[config.mk]
export PLATFORM = sky130hd
export DESIGN_NAME = handle_slot_map_core
export DESIGN_NICKNAME = d
export VERILOG_FILES = /design/src/hw/rtl/hsm_pkg.sv /design/src/hw/rtl/hsm_ram.sv /design/src/hw/rtl/hsm_ctrl.sv /design/src/hw/rtl/hsm_dp.sv /design/src/hw/rtl/handle_slot_map_core.sv
export SDC_FILE = /design/constraint.sdc
export NUM_CORES = 2
export LEC_CHECK = 0
export BUFFER_PORTS_ARGS = -buffer_cell sky130_fd_sc_hd__buf_2
export CORE_MARGIN = 2
export CORE_UTILIZATION = 40
export CTS_CLUSTER_DIAMETER = 60
export DETAILED_ROUTE_END_ITERATION = 7
export GPL_TIMING_DRIVEN = 0
export PLACE_DENSITY_LB_ADDON = 0.25
export SLEW_MARGIN = 10
export SYNTH_ARGS = -nofsm -noshare
export SYNTH_HDL_FRONTEND = slang
export SYNTH_SLANG_ARGS = --single-unit
[constraint.sdc]
create_clock -name clk_i -period 14 [get_ports clk_i]
set_input_delay 2.8 -clock clk_i [delete_from_list [all_inputs] [get_ports clk_i]]
set_output_delay 2.8 -clock clk_i [all_outputs]
set_load 0.02 [all_outputs]
[src/hw/rtl/hsm_pkg.sv]
// ----------------------------------------------------------------------------
// hsm_pkg
// Shared types and constants for the handle slot map.
// ----------------------------------------------------------------------------
package hsm_pkg;

  localparam int DEPTH         = 64;
  localparam int PAYLOAD_WIDTH = 32;

  localparam int ADDR_W   = $clog2(DEPTH);
  localparam int CNT_W    = $clog2(DEPTH + 1);
  localparam int HANDLE_W = 6;
  localparam int DATA_W   = 32;
  localparam int LIVE_W   = 7;

  typedef enum logic [1:0] {
    REQ_INSERT = 2'd0,
    REQ_ERASE  = 2'd1,
    REQ_READ   = 2'd2,
    REQ_WRITE  = 2'd3
  } req_e;

  typedef enum logic [1:0] {
    ST_OK   = 2'd0,
    ST_FULL = 2'd1,
    ST_DEAD = 2'd2
  } status_e;

  typedef struct packed {
    req_e                req_type;
    logic [HANDLE_W-1:0] handle;
    logic [DATA_W-1:0]   payload_in;
  } req_t;

  typedef struct packed {
    status_e             status;
    logic [HANDLE_W-1:0] handle_out;
    logic [DATA_W-1:0]   payload_out;
    logic [LIVE_W-1:0]   live_entries;
  } rsp_t;

  // controller to datapath
  typedef struct packed {
    logic latch;
    logic lookup;
    logic fetch;
    logic commit;
  } cmd_t;

  // datapath to controller
  typedef struct packed {
    req_e req_type;
    logic ok;
  } sts_t;

endpackage

[src/hw/rtl/hsm_ram.sv]
// ----------------------------------------------------------------------------
// hsm_ram
// Generic single write port, single read port RAM with registered read.
// ----------------------------------------------------------------------------
module hsm_ram #(
  parameter int Width = 32,
  parameter int Depth = 64
) (
  input  logic                     clk_i,
  input  logic                     we_i,
  input  logic [$clog2(Depth)-1:0] waddr_i,
  input  logic [Width-1:0]         wdata_i,
  input  logic                     re_i,
  input  logic [$clog2(Depth)-1:0] raddr_i,
  output logic [Width-1:0]         rdata_o
);

  logic [Width-1:0] mem_q [Depth];
  logic [Width-1:0] rdata_q;

  always_ff @(posedge clk_i) begin
    if (we_i) begin
      mem_q[waddr_i] <= wdata_i;
    end
    if (re_i) begin
      rdata_q <= mem_q[raddr_i];
    end
  end

  assign rdata_o = rdata_q;

endmodule

[src/hw/rtl/hsm_ctrl.sv]
// ----------------------------------------------------------------------------
// hsm_ctrl
// Request sequencer: lookup, payload fetch for reads, commit, result; a failed lookup goes straight to the result.
// ----------------------------------------------------------------------------
module hsm_ctrl (
  input  logic          clk_i,
  input  logic          rst_ni,
  input  logic          start,
  output logic          busy,
  output logic          result_valid_o,
  input  hsm_pkg::sts_t sts_i,
  output hsm_pkg::cmd_t cmd_o
);

  typedef enum logic [2:0] {
    S_IDLE,
    S_LOOKUP,
    S_FETCH,
    S_COMMIT,
    S_RESP
  } state_e;

  state_e state_q;
  logic   busy_q;
  logic   done_q;

  always_ff @(posedge clk_i or negedge rst_ni) begin
    if (!rst_ni) begin
      state_q <= S_IDLE;
      busy_q  <= 1'b0;
      done_q  <= 1'b0;
    end else begin
      case (state_q)
        S_IDLE, S_RESP: begin
          done_q <= 1'b0;
          if (start) begin
            state_q <= S_LOOKUP;
            busy_q  <= 1'b1;
          end else begin
            state_q <= S_IDLE;
          end
        end
        S_LOOKUP: begin
          if (!sts_i.ok) begin
            state_q <= S_RESP;
            busy_q  <= 1'b0;
            done_q  <= 1'b1;
          end else if (sts_i.req_type == hsm_pkg::REQ_READ) begin
            state_q <= S_FETCH;
          end else begin
            state_q <= S_COMMIT;
          end
        end
        S_FETCH: begin
          state_q <= S_COMMIT;
        end
        S_COMMIT: begin
          state_q <= S_RESP;
          busy_q  <= 1'b0;
          done_q  <= 1'b1;
        end
        default: begin
          state_q <= S_IDLE;
          busy_q  <= 1'b0;
          done_q  <= 1'b0;
        end
      endcase
    end
  end

  always_comb begin
    cmd_o        = '0;
    cmd_o.latch  = start && !busy_q;
    cmd_o.lookup = (state_q == S_LOOKUP);
    cmd_o.fetch  = (state_q == S_FETCH);
    cmd_o.commit = (state_q == S_COMMIT);
  end

  assign busy           = busy_q;
  assign result_valid_o = done_q;

endmodule

[src/hw/rtl/hsm_dp.sv]
// ----------------------------------------------------------------------------
// hsm_dp
// Tables, counters, live flags and result register of the slot map.
// ----------------------------------------------------------------------------
module hsm_dp (
  input  logic          clk_i,
  input  logic          rst_ni,
  input  hsm_pkg::req_t req_i,
  input  hsm_pkg::cmd_t cmd_i,
  output hsm_pkg::sts_t sts_o,
  output hsm_pkg::rsp_t rsp_o
);

  localparam int AW = hsm_pkg::ADDR_W;
  localparam int CW = hsm_pkg::CNT_W;
  localparam int PW = hsm_pkg::PAYLOAD_WIDTH;

  hsm_pkg::req_t     req_q;
  hsm_pkg::rsp_t     rsp_q;
  logic [CW-1:0]     live_cnt_q;
  logic [CW-1:0]     free_top_q;
  logic [CW-1:0]     issued_q;
  logic [hsm_pkg::DEPTH-1:0] live_q;

  logic [AW-1:0] h_idx;
  logic [AW-1:0] live_idx;
  logic [AW-1:0] last_idx;
  logic [AW-1:0] nh;
  logic          free_avail;
  logic          handle_ok;
  logic          ok;
  logic [CW-1:0] live_cnt_d;

  logic [AW-1:0] fh_rdata, hs_rdata, so_rdata;
  logic [PW-1:0] dp_rdata;

  logic          fh_we, hs_we, so_we, dp_we;
  logic [AW-1:0] fh_waddr, hs_waddr, so_waddr, dp_waddr;
  logic [AW-1:0] hs_wdata, so_wdata;
  logic [PW-1:0] dp_wdata;
  logic [AW-1:0] dp_raddr;
  logic          dp_re;

  assign h_idx      = AW'(req_q.handle);
  assign live_idx   = AW'(live_cnt_q);
  assign last_idx   = AW'(live_cnt_q - 1'b1);
  assign free_avail = (free_top_q != '0);
  assign nh         = free_avail ? fh_rdata : AW'(issued_q);
  assign handle_ok  = (int'(req_q.handle) < hsm_pkg::DEPTH) && live_q[h_idx];

  always_comb begin
    if (req_q.req_type == hsm_pkg::REQ_INSERT) begin
      ok = (live_cnt_q < CW'(hsm_pkg::DEPTH));
    end else begin
      ok = handle_ok;
    end
  end

  assign sts_o.req_type = req_q.req_type;
  assign sts_o.ok       = ok;

  // table write ports
  always_comb begin
    fh_we    = 1'b0;
    fh_waddr = AW'(free_top_q);
    hs_we    = 1'b0;
    hs_waddr = nh;
    hs_wdata = live_idx;
    so_we    = 1'b0;
    so_waddr = live_idx;
    so_wdata = nh;
    dp_we    = 1'b0;
    dp_waddr = live_idx;
    dp_wdata = PW'(req_q.payload_in);
    if (cmd_i.commit) begin
      case (req_q.req_type)
        hsm_pkg::REQ_INSERT: begin
          hs_we = 1'b1;
          so_we = 1'b1;
          dp_we = 1'b1;
        end
        hsm_pkg::REQ_ERASE: begin
          fh_we    = (free_top_q < CW'(hsm_pkg::DEPTH));
          hs_we    = 1'b1;
          hs_waddr = so_rdata;
          hs_wdata = hs_rdata;
          so_we    = 1'b1;
          so_waddr = hs_rdata;
          so_wdata = so_rdata;
          dp_we    = 1'b1;
          dp_waddr = hs_rdata;
          dp_wdata = dp_rdata;
        end
        hsm_pkg::REQ_WRITE: begin
          dp_we    = 1'b1;
          dp_waddr = hs_rdata;
        end
        default: begin
        end
      endcase
    end
  end

  assign dp_re    = cmd_i.lookup || cmd_i.fetch;
  assign dp_raddr = cmd_i.fetch ? hs_rdata : last_idx;

  hsm_ram #(.Width(AW), .Depth(hsm_pkg::DEPTH)) u_free_ram (
    .clk_i   (clk_i),
    .we_i    (fh_we),
    .waddr_i (fh_waddr),
    .wdata_i (h_idx),
    .re_i    (cmd_i.lookup),
    .raddr_i (AW'(free_top_q - 1'b1)),
    .rdata_o (fh_rdata)
  );

  hsm_ram #(.Width(AW), .Depth(hsm_pkg::DEPTH)) u_slot_ram (
    .clk_i   (clk_i),
    .we_i    (hs_we),
    .waddr_i (hs_waddr),
    .wdata_i (hs_wdata),
    .re_i    (cmd_i.lookup),
    .raddr_i (h_idx),
    .rdata_o (hs_rdata)
  );

  hsm_ram #(.Width(AW), .Depth(hsm_pkg::DEPTH)) u_owner_ram (
    .clk_i   (clk_i),
    .we_i    (so_we),
    .waddr_i (so_waddr),
    .wdata_i (so_wdata),
    .re_i    (cmd_i.lookup),
    .raddr_i (last_idx),
    .rdata_o (so_rdata)
  );

  hsm_ram #(.Width(PW), .Depth(hsm_pkg::DEPTH)) u_data_ram (
    .clk_i   (clk_i),
    .we_i    (dp_we),
    .waddr_i (dp_waddr),
    .wdata_i (dp_wdata),
    .re_i    (dp_re),
    .raddr_i (dp_raddr),
    .rdata_o (dp_rdata)
  );

  always_comb begin
    live_cnt_d = live_cnt_q;
    if (cmd_i.commit && req_q.req_type == hsm_pkg::REQ_INSERT) begin
      live_cnt_d = live_cnt_q + 1'b1;
    end else if (cmd_i.commit && req_q.req_type == hsm_pkg::REQ_ERASE) begin
      live_cnt_d = live_cnt_q - 1'b1;
    end
  end

  // counters and live flags
  always_ff @(posedge clk_i or negedge rst_ni) begin
    if (!rst_ni) begin
      live_cnt_q <= '0;
      free_top_q <= '0;
      issued_q   <= '0;
      live_q     <= '0;
    end else begin
      live_cnt_q <= live_cnt_d;
      if (cmd_i.commit && req_q.req_type == hsm_pkg::REQ_INSERT) begin
        live_q[nh] <= 1'b1;
        if (free_avail) begin
          free_top_q <= free_top_q - 1'b1;
        end else begin
          issued_q <= issued_q + 1'b1;
        end
      end
      if (cmd_i.commit && req_q.req_type == hsm_pkg::REQ_ERASE) begin
        live_q[h_idx] <= 1'b0;
        if (free_top_q < CW'(hsm_pkg::DEPTH)) begin
          free_top_q <= free_top_q + 1'b1;
        end
      end
    end
  end

  // request and result words
  always_ff @(posedge clk_i) begin
    if (cmd_i.latch) begin
      req_q <= req_i;
    end
    if (cmd_i.lookup && !ok) begin
      rsp_q.status       <= (req_q.req_type == hsm_pkg::REQ_INSERT) ?
                            hsm_pkg::ST_FULL : hsm_pkg::ST_DEAD;
      rsp_q.handle_out   <= '0;
      rsp_q.payload_out  <= '0;
      rsp_q.live_entries <= hsm_pkg::LIVE_W'(live_cnt_q);
    end else if (cmd_i.commit) begin
      rsp_q.status       <= hsm_pkg::ST_OK;
      rsp_q.handle_out   <= '0;
      rsp_q.payload_out  <= '0;
      rsp_q.live_entries <= hsm_pkg::LIVE_W'(live_cnt_d);
      if (req_q.req_type == hsm_pkg::REQ_INSERT) begin
        rsp_q.handle_out <= hsm_pkg::HANDLE_W'(nh);
      end
      if (req_q.req_type == hsm_pkg::REQ_READ) begin
        rsp_q.payload_out <= hsm_pkg::DATA_W'(dp_rdata);
      end
    end
  end

  assign rsp_o = rsp_q;

endmodule

[src/hw/rtl/handle_slot_map_core.sv]
// ----------------------------------------------------------------------------
// handle_slot_map_core
// Densely packed entry table reached through stable handles, with free stack.
// Steps from accept to result strobe: lookup and commit for insert, erase
// and write; lookup, fetch and commit for read (two dependent RAM reads);
// lookup alone for a full table or dead handle. A new word is taken in the
// result cycle; none is taken while a request is in progress.
// Reset clears counters and live flags at once; the tables are not cleared.
// The receiver cannot stall: each result is shown for one cycle.
// ----------------------------------------------------------------------------
module handle_slot_map_core (
  input  logic          clk_i,
  input  logic          rst_ni,
  input  logic          start,
  output logic          busy,
  input  hsm_pkg::req_t req_i,
  output logic          result_valid_o,
  output hsm_pkg::rsp_t rsp_o
);

  hsm_pkg::cmd_t cmd;
  hsm_pkg::sts_t sts;

  hsm_ctrl u_ctrl (
    .clk_i          (clk_i),
    .rst_ni         (rst_ni),
    .start          (start),
    .busy           (busy),
    .result_valid_o (result_valid_o),
    .sts_i          (sts),
    .cmd_o          (cmd)
  );

  hsm_dp u_dp (
    .clk_i  (clk_i),
    .rst_ni (rst_ni),
    .req_i  (req_i),
    .cmd_i  (cmd),
    .sts_o  (sts),
    .rsp_o  (rsp_o)
  );

endmodule
* After elaboration in Yosys (flattened, before gate mapping) *
Memory sizes are Yosys's and may differ from the RTL's. A register that Yosys moved wholly into a read port is not among the register bits.
Index checks and enable logic that the tools add are counted.

cells by class
  magnitude comparators = 6
  reductions and logical operators = 20
  divide/modulo/power cells = 0
  bitwise logic cells = 5
  shift operators = 0
  $mul = 0
  multiplexer cells = 51
  add/subtract/negate cells = 5
  equal/unequal tests = 9

operator list
  kind                                                                number
  two-way mux 64 bit                                                  2
  two-way mux 32 bit                                                  3
  two-way mux 47 bit                                                  2
  bitwise AND 64 bit                                                  1
  inverter 64 bit                                                     1
  bitwise OR 64 bit                                                   1
  two-way mux 6 bit                                                   9
  two-way mux 7 bit                                                   6
  adder 7 x 1 -> 7 bit (second input constant)                        3
  two-way mux 1 bit                                                   21
  < comparator 6 x 7 -> 1 bit (second input constant)                 2
  < comparator 7 bit (second input constant)                          2
  subtractor 7 x 1 -> 7 bit (second input constant)                   2
  demux 1 bit (select 6 bit)                                          2
  greater-or-equal comparator 6 x 1 -> 1 bit (second input constant)  2
  case mux 3 bit (4 select lines)                                     1
  nonzero test 7 bit                                                  1
  binary-select mux 1 bit (select 6 bit)                              1
  equality test 3 x 2 -> 1 bit (second input constant)                2
  logical AND 1 bit                                                   6
  case mux 1 bit (3 select lines)                                     2
  OR reduction 2 bit                                                  3
  equality test 2 bit (second input constant)                         2
  != test 2 bit (second input constant)                               2
  other kinds (14)                                                    17

word-level totals
  output and inout bits = 49
  bits in read-only memories = 0
  RAM bits = 3200
  register bits = 177
  memories = 4
  word-level logic and storage cells = 114
  latch bits = 0
  bits of input ports = 43

memories
  name                    depth  bits a word  read ports  clocked after Yosys merged registers in  wr ports  RTL line       text
  u_dp.u_data_ram.mem_q   64     32           1           1                                        1         hsm_ram.sv:18  logic [Width-1:0] mem_q [Depth];
  u_dp.u_free_ram.mem_q   64     6            1           1                                        1         hsm_ram.sv:18
  u_dp.u_owner_ram.mem_q  64     6            1           1                                        1         hsm_ram.sv:18
  u_dp.u_slot_ram.mem_q   64     6            1           1                                        1         hsm_ram.sv:18

* Depth between registers and ports, before layout *
  word-level depth = 10
  gate-level depth with buffers = 17
  gate-level depth less buffers = 10

* By module *
A second synthesis with hierarchy kept.

unflattened totals
  cell total of the unflattened synthesis = 6287
  area, all modules = 133222.8 µm²

by module, submodules not included
  module                         seq. area each (µm²)  area an instance (µm²)  cells an instance  times used
  hsm_ram (u_dp.u_data_ram)      62459.9               78835.6                 3324               1
  hsm_ram (u_dp.u_free_ram ...)  11711.2               15285.9                 720                3
  hsm_dp                         4334.2                8285.4                  777                1
  hsm_ctrl                       125.1                 244.0                   26                 1

* Least setup slack after synthesis *
Ideal clock, no wire load.

  path kind = register to register
  start = reg u_dp.free_top_q[0]
  end = mem u_dp.u_slot_ram.mem_q[24][0] (netlist name), enable pin
  arrival time = 5.259 ns
  data required time = 13.642 ns
  cell stages (with the launch flop) = 13
  buffers on the path = 4
  library setup time = 0.358 ns
  slack = 8.383 ns
  clock period less this slack = 5.617 ns
  cells stage by stage = dfrtp_1 -> clkbuf_1 -> buf_2 -> buf_1 -> inv_1 -> ha_1 -> nor4b_2 -> nand2_1 -> buf_4 -> mux2i_1 -> a21oi_1 -> nand3_1 -> nor2_1

on the way
  longest elaborated chain between the ends = 4

ends and longest elaborated chain
  what                        RTL line       text
  start: declaration          hsm_dp.sv:21   logic [CW-1:0] free_top_q;
  start signal: assignment    hsm_dp.sv:168  free_top_q <= free_top_q - 1'b1;
  start signal: assignment    hsm_dp.sv:176  free_top_q <= free_top_q + 1'b1;
  nonzero test 7 bit *        hsm_dp.sv:47   assign free_avail = (free_top_q != '0);
  two-way mux 6 bit *         hsm_dp.sv:48   assign nh = free_avail ? fh_rdata : AW'(issued_q);
  two-way mux 6 bit           hsm_dp.sv:76   case (req_q.req_type)
  two-way mux 6 bit *         hsm_dp.sv:75   if (cmd_i.commit) begin
  named net u_dp.hs_waddr[4]  hsm_dp.sv:38   logic [AW-1:0] fh_waddr, hs_waddr, so_waddr, dp_waddr;
  end: declaration            hsm_ram.sv:18

The timed path passes the listed nets; every way through them passes the cells marked *.

* Worst setup path after layout *
  start = reg u_dp.live_cnt_q[0]
  end = reg u_dp.u_data_ram.rdata_q[20] (netlist: u_dp.u_data_ram.rdata_o[20]) (read register of u_dp.u_data_ram.mem_q) (data pin)

on the way
  longest elaborated chain between the ends = 2

ends and longest elaborated chain
  what                       RTL line       text
  start: declaration         hsm_dp.sv:20   logic [CW-1:0] live_cnt_q;
  start signal: assignment   hsm_dp.sv:164  live_cnt_q <= live_cnt_d;
  subtractor 7 x 1 -> 7 bit  --
  two-way mux 6 bit          hsm_dp.sv:105  assign dp_raddr = cmd_i.fetch ? hs_rdata : last_idx;
  end: declaration           hsm_ram.sv:19  logic [Width-1:0] rdata_q;

Every way passes these cells.
A chain may end at the register's enable or synchronous reset.

==> key figures <==
Clock network
  – Clk sinks: 3,426
  – Clock Tree Buf Depth: 4
  – H-Tree Level Count: 5
  – Clock transition at the registers of the reported paths: 0.06 ns
  – Clock root buffer: clkbuf_16
  – Hold buffers post-CTS: 0
  – Num CTS Buffers: 357
  – Gates resized, CTS repair: 0
  – CTS tree: yes
  – Clk_lat worst skew: 0.98 ns
  – Setup bufs post-CTS: 0

Power and ir drop
  – Pwr Density: 247 nW/µm²
  – Sequential Power Share: 0.325
  – Logic pwr share: 0.432
  – Power consumption: 38.3 mW
  – Sw power: 16.5 mW
  – Clock power frac: 0.243
  – VDD IR max: 0.159 mV
  – Internal power: 21.8 mW
  – Switch share: 0.431
  – Pleak: 51.0 nW

Critical path
  – CP arrival: 8.80 ns
  – FF-to-FF setup slack: 5.88 ns
  – CP delay by family, top: buffers and inverters
  – RR Endpoint: u_dp.u_data_ram.rdata_o[20]
  – WP data required: 14.69 ns
  – Worst setup EP type: flip-flop
  – Startpoint type of the worst setup path: flip-flop
  – Critical path launch point: u_dp.live_cnt_q[0]
  – Crit path cell chain: clkbuf_1, clkbuf_1, clkbuf_1, inv_1, ha_1, xnor2_1, buf_2, nor3_1, o21bai_1, buf_2, clkbuf_1, clkbuf_1, nand3_1, nand4_1, nand4_1, and4_1
  – CP Capture Point: u_dp.u_data_ram.rdata_o[20]
  – Setup CP Type: reg2reg
  – Biggest cell delay along the critical path: 1.04 ns
  – WP buf/inv: 8
  – Most numerous cell on the critical path: clkbuf_1
  – WP depth: 16
  – R2r startpoint: u_dp.live_cnt_q[0]
  – Crit-path slowest cell: clkbuf_1
  – Cell count of the worst reg-to-reg path: 16
  – Crit Path Max Fanout: 10

Finish
  – Finished Core Util: 0.466
  – Commonest non-fill, non-tap cells in the layout: edfxtp_1 (3,299), nand2_1 (1,954), nand3_1 (1,054)
  – Nets@finish: 9,657
  – Layout cells sized above 1: 0.130
  – Most common cell after layout, fill and taps aside: edfxtp_1
  – Fill count: 28,552
  – Finished Layout Cells: 14,313
  – Final Cell Area: 155,000 µm²
  – Syn-to-layout area delta: 16.0%

Outcome
  – Status: complete, but fails checks
  – Violated checks: DRC

Route
  – Final wirelength: 436,000 µm
  – Antenna viol nets, final: 0
  – Initial drt markers: 12,565
  – Via/cell ratio: 5.92
  – DR vias: 84,735
  – DRC errors left: 8
  – Avg WL per Cell: 30.5 µm
  – First drt pass iteration count: 8

Place
  – Routability cong.: 0.906
  – Port Buffers: 91
  – Placement Cell Area: 144,000 µm²
  – Dpl hpwl: 298,000 µm
  – Placement Setup Slack: 6.03 ns
  – Placed cell count: 13,636

Floorplan
  – # rows: 212
  – Initial Util: 0.402
  – Core area: 333,000 µm²
  – Die width: 583 µm
  – I/O pins: 92
  – Full die area: 339,000 µm²
  – Die Ht: 583 µm

Global routing
  – First-pass GRT wire length: 607,000 µm
  – Gr usage total: 0.251
  – Initial antenna violation count: 29
  – Largest net degree at the start of global routing: 65
  – GRT overflow: 0
  – Number of global-route vias before repair: 81,269

Synth
  – Synth Cell Area: 134,000 µm²
  – Number of synthesized flops with an enable pin: 3,299
  – Sequential-to-total area share from yosys stat: 0.762
  – Flop and latch count out of synthesis: 3,426
  – Syn Inst Count: 9,010
  – Net Count, Synth: 9,059
  – Synth cell types: 76
  – Top_reg_cell synth: edfxtp_1
  – YS warnings: 0
  – Synth Area per Inst: 14.9 µm²
  – Post-synth ARST share: 0.0260

Worst hold path
  – Worst Hold Class: reg2reg

STA
  – Minimum clock period: 8.12 ns
  – Pins Over Slew Limit: 0
  – Setup TNS Final: 0 ns
  – Clk_skew: 0.0726 ns
  – Worst-Margin Slew: 1.41 ns
  – Hold WS: 0.456 ns
  – Unrepaired setup endpoints after global routing: false
  – Tcrit/Tclk final: 0.580
  – Max-slew headroom: 0.0621
  – Max Clk Rate: 123 MHz
  – Final setup margin: 5.88 ns
  – Hold Fails Final Rpt: 0
  – Final setup vio count: 0

Flow run
  – Max_cap viols: 0
[cell usage after synthesis (9+ instances only)]
master        n  area [µm²]
dfxtp_1      38         761
and2_1       10        62.6
a32oi_1       9        78.8
buf_1       107         402
mux2_2       13         146
clkbuf_1    313        1170
nand3_1    1054        5280
o21ai_0      33         165
o211ai_1     16         120
xor2_1       10        87.6
nor3_1       20         100
a211o_1      19         166
nand2b_1     11        68.8
inv_1        29         109
mux2i_1     127        1270
a222oi_1     11         110
and4_1       27         236
o211a_1      27         270
nand2_1    1987        7460
nand3b_1     10        75.1
a2111oi_0    10        87.6
o221ai_1     10        87.6
a221oi_1     28         245
a21oi_1     182         911
mux4_2      242        5450
nand4_1     249        1560
nor2b_1      37         231
a22oi_1     139        1040
a31oi_1     141         882
buf_2       138         691
a22o_1       63         552
xnor2_1      10        87.6
dfrtp_1      89        2230
a211oi_1     56         420
nor2_1      323        1210
edfxtp_1   3299       99100
[layout make-up]
| class | instances | area [µm²] | share of cell area |
|---|---|---|---|
| Antenna cell | 18 | 45.0 | 0.000290 |
| Buffer | 567 | 2360 | 0.0152 |
| Clock buffer | 444 | 9470 | 0.0609 |
| Clock inverter | 215 | 1900 | 0.0122 |
| Inverter | 30 | 113 | 0.000725 |
| Multi-Input combinational cell | 4987 | 30200 | 0.195 |
| Sequential cell | 3426 | 102000 | 0.657 |
| Tap cell | 4387 | 5490 | 0.0353 |
| Timing Repair Buffer | 239 | 3720 | 0.0239 |
[layer usage]
metal / up-vias / global-route usage / wire [µm]
met5: - / 0 / 47
met4: 8 / 0.127 / 25200
met1: 42878 / 0.336 / 167000
met3: 1027 / 0.0543 / 47500
li1: 35584 / - / -
met2: 5238 / 0.387 / 197000
[kinds of logic after synthesis]
logic type	after synthesis	share of synthesized area
multiplexers	392	0.0522
AND/OR/NAND/NOR	3774	0.124
buffers and inverters	597	0.0184
AO/OA/AOI/OAI	795	0.0415
adder cells (fa/ha/maj)	6	0.000560
XOR/XNOR	20	0.00131
flip-flops	3426	0.762
[how the worst min path moves through the flow]
stage,startpoint,to,depth (start not counted)
3_5_place_dp,u_dp.rsp_o[44],u_dp.rsp_o[44],1
3_3_place_gp,u_dp.rsp_o[44],u_dp.rsp_o[44],1
5_1_grt,u_dp.rsp_o[42],u_dp.rsp_o[42],1
4_1_cts,u_dp.rsp_o[44],u_dp.rsp_o[44],1
6_report,u_dp.rsp_o[44],u_dp.rsp_o[44],1
2_1_floorplan,u_dp.issued_q[5],u_dp.issued_q[5],1
[flip-flops by register name, summed over array words and instances, names as in the netlist]
signal                    cells
u_dp.u_data_ram.mem_q      2048
u_dp.live_cnt_q               7
u_dp.live_q                  64
u_dp.free_top_q               7
u_dp.req_q                   32
u_dp.rsp_o                   47
u_dp.u_free_ram.mem_q       384
u_dp.u_owner_ram.mem_q      384
u_dp.sts_o                    2
u_dp.issued_q                 6
u_dp.u_free_ram.rdata_o       6
u_ctrl.state_q                3
u_dp.u_owner_ram.rdata_o      6
u_dp.u_data_ram.rdata_o      32
u_dp.h_idx                    6
u_dp.u_slot_ram.mem_q       384
u_ctrl.busy                   1
u_dp.u_slot_ram.rdata_o       6
u_ctrl.result_valid_o         1
[power groups by stage]
stage / clock network [mW] / logic, mW / registers (mW)
after floorplan: 0 / 8.40 / 12.7
after global placement: 0 / 15.5 / 12.8
after detailed placement: 0 / 16.1 / 12.6
after CTS: 9.39 / 16.2 / 12.4
after global routing: 9.77 / 17.2 / 12.4
final: 9.31 / 16.6 / 12.4
(Power assumes the default switching activity.)
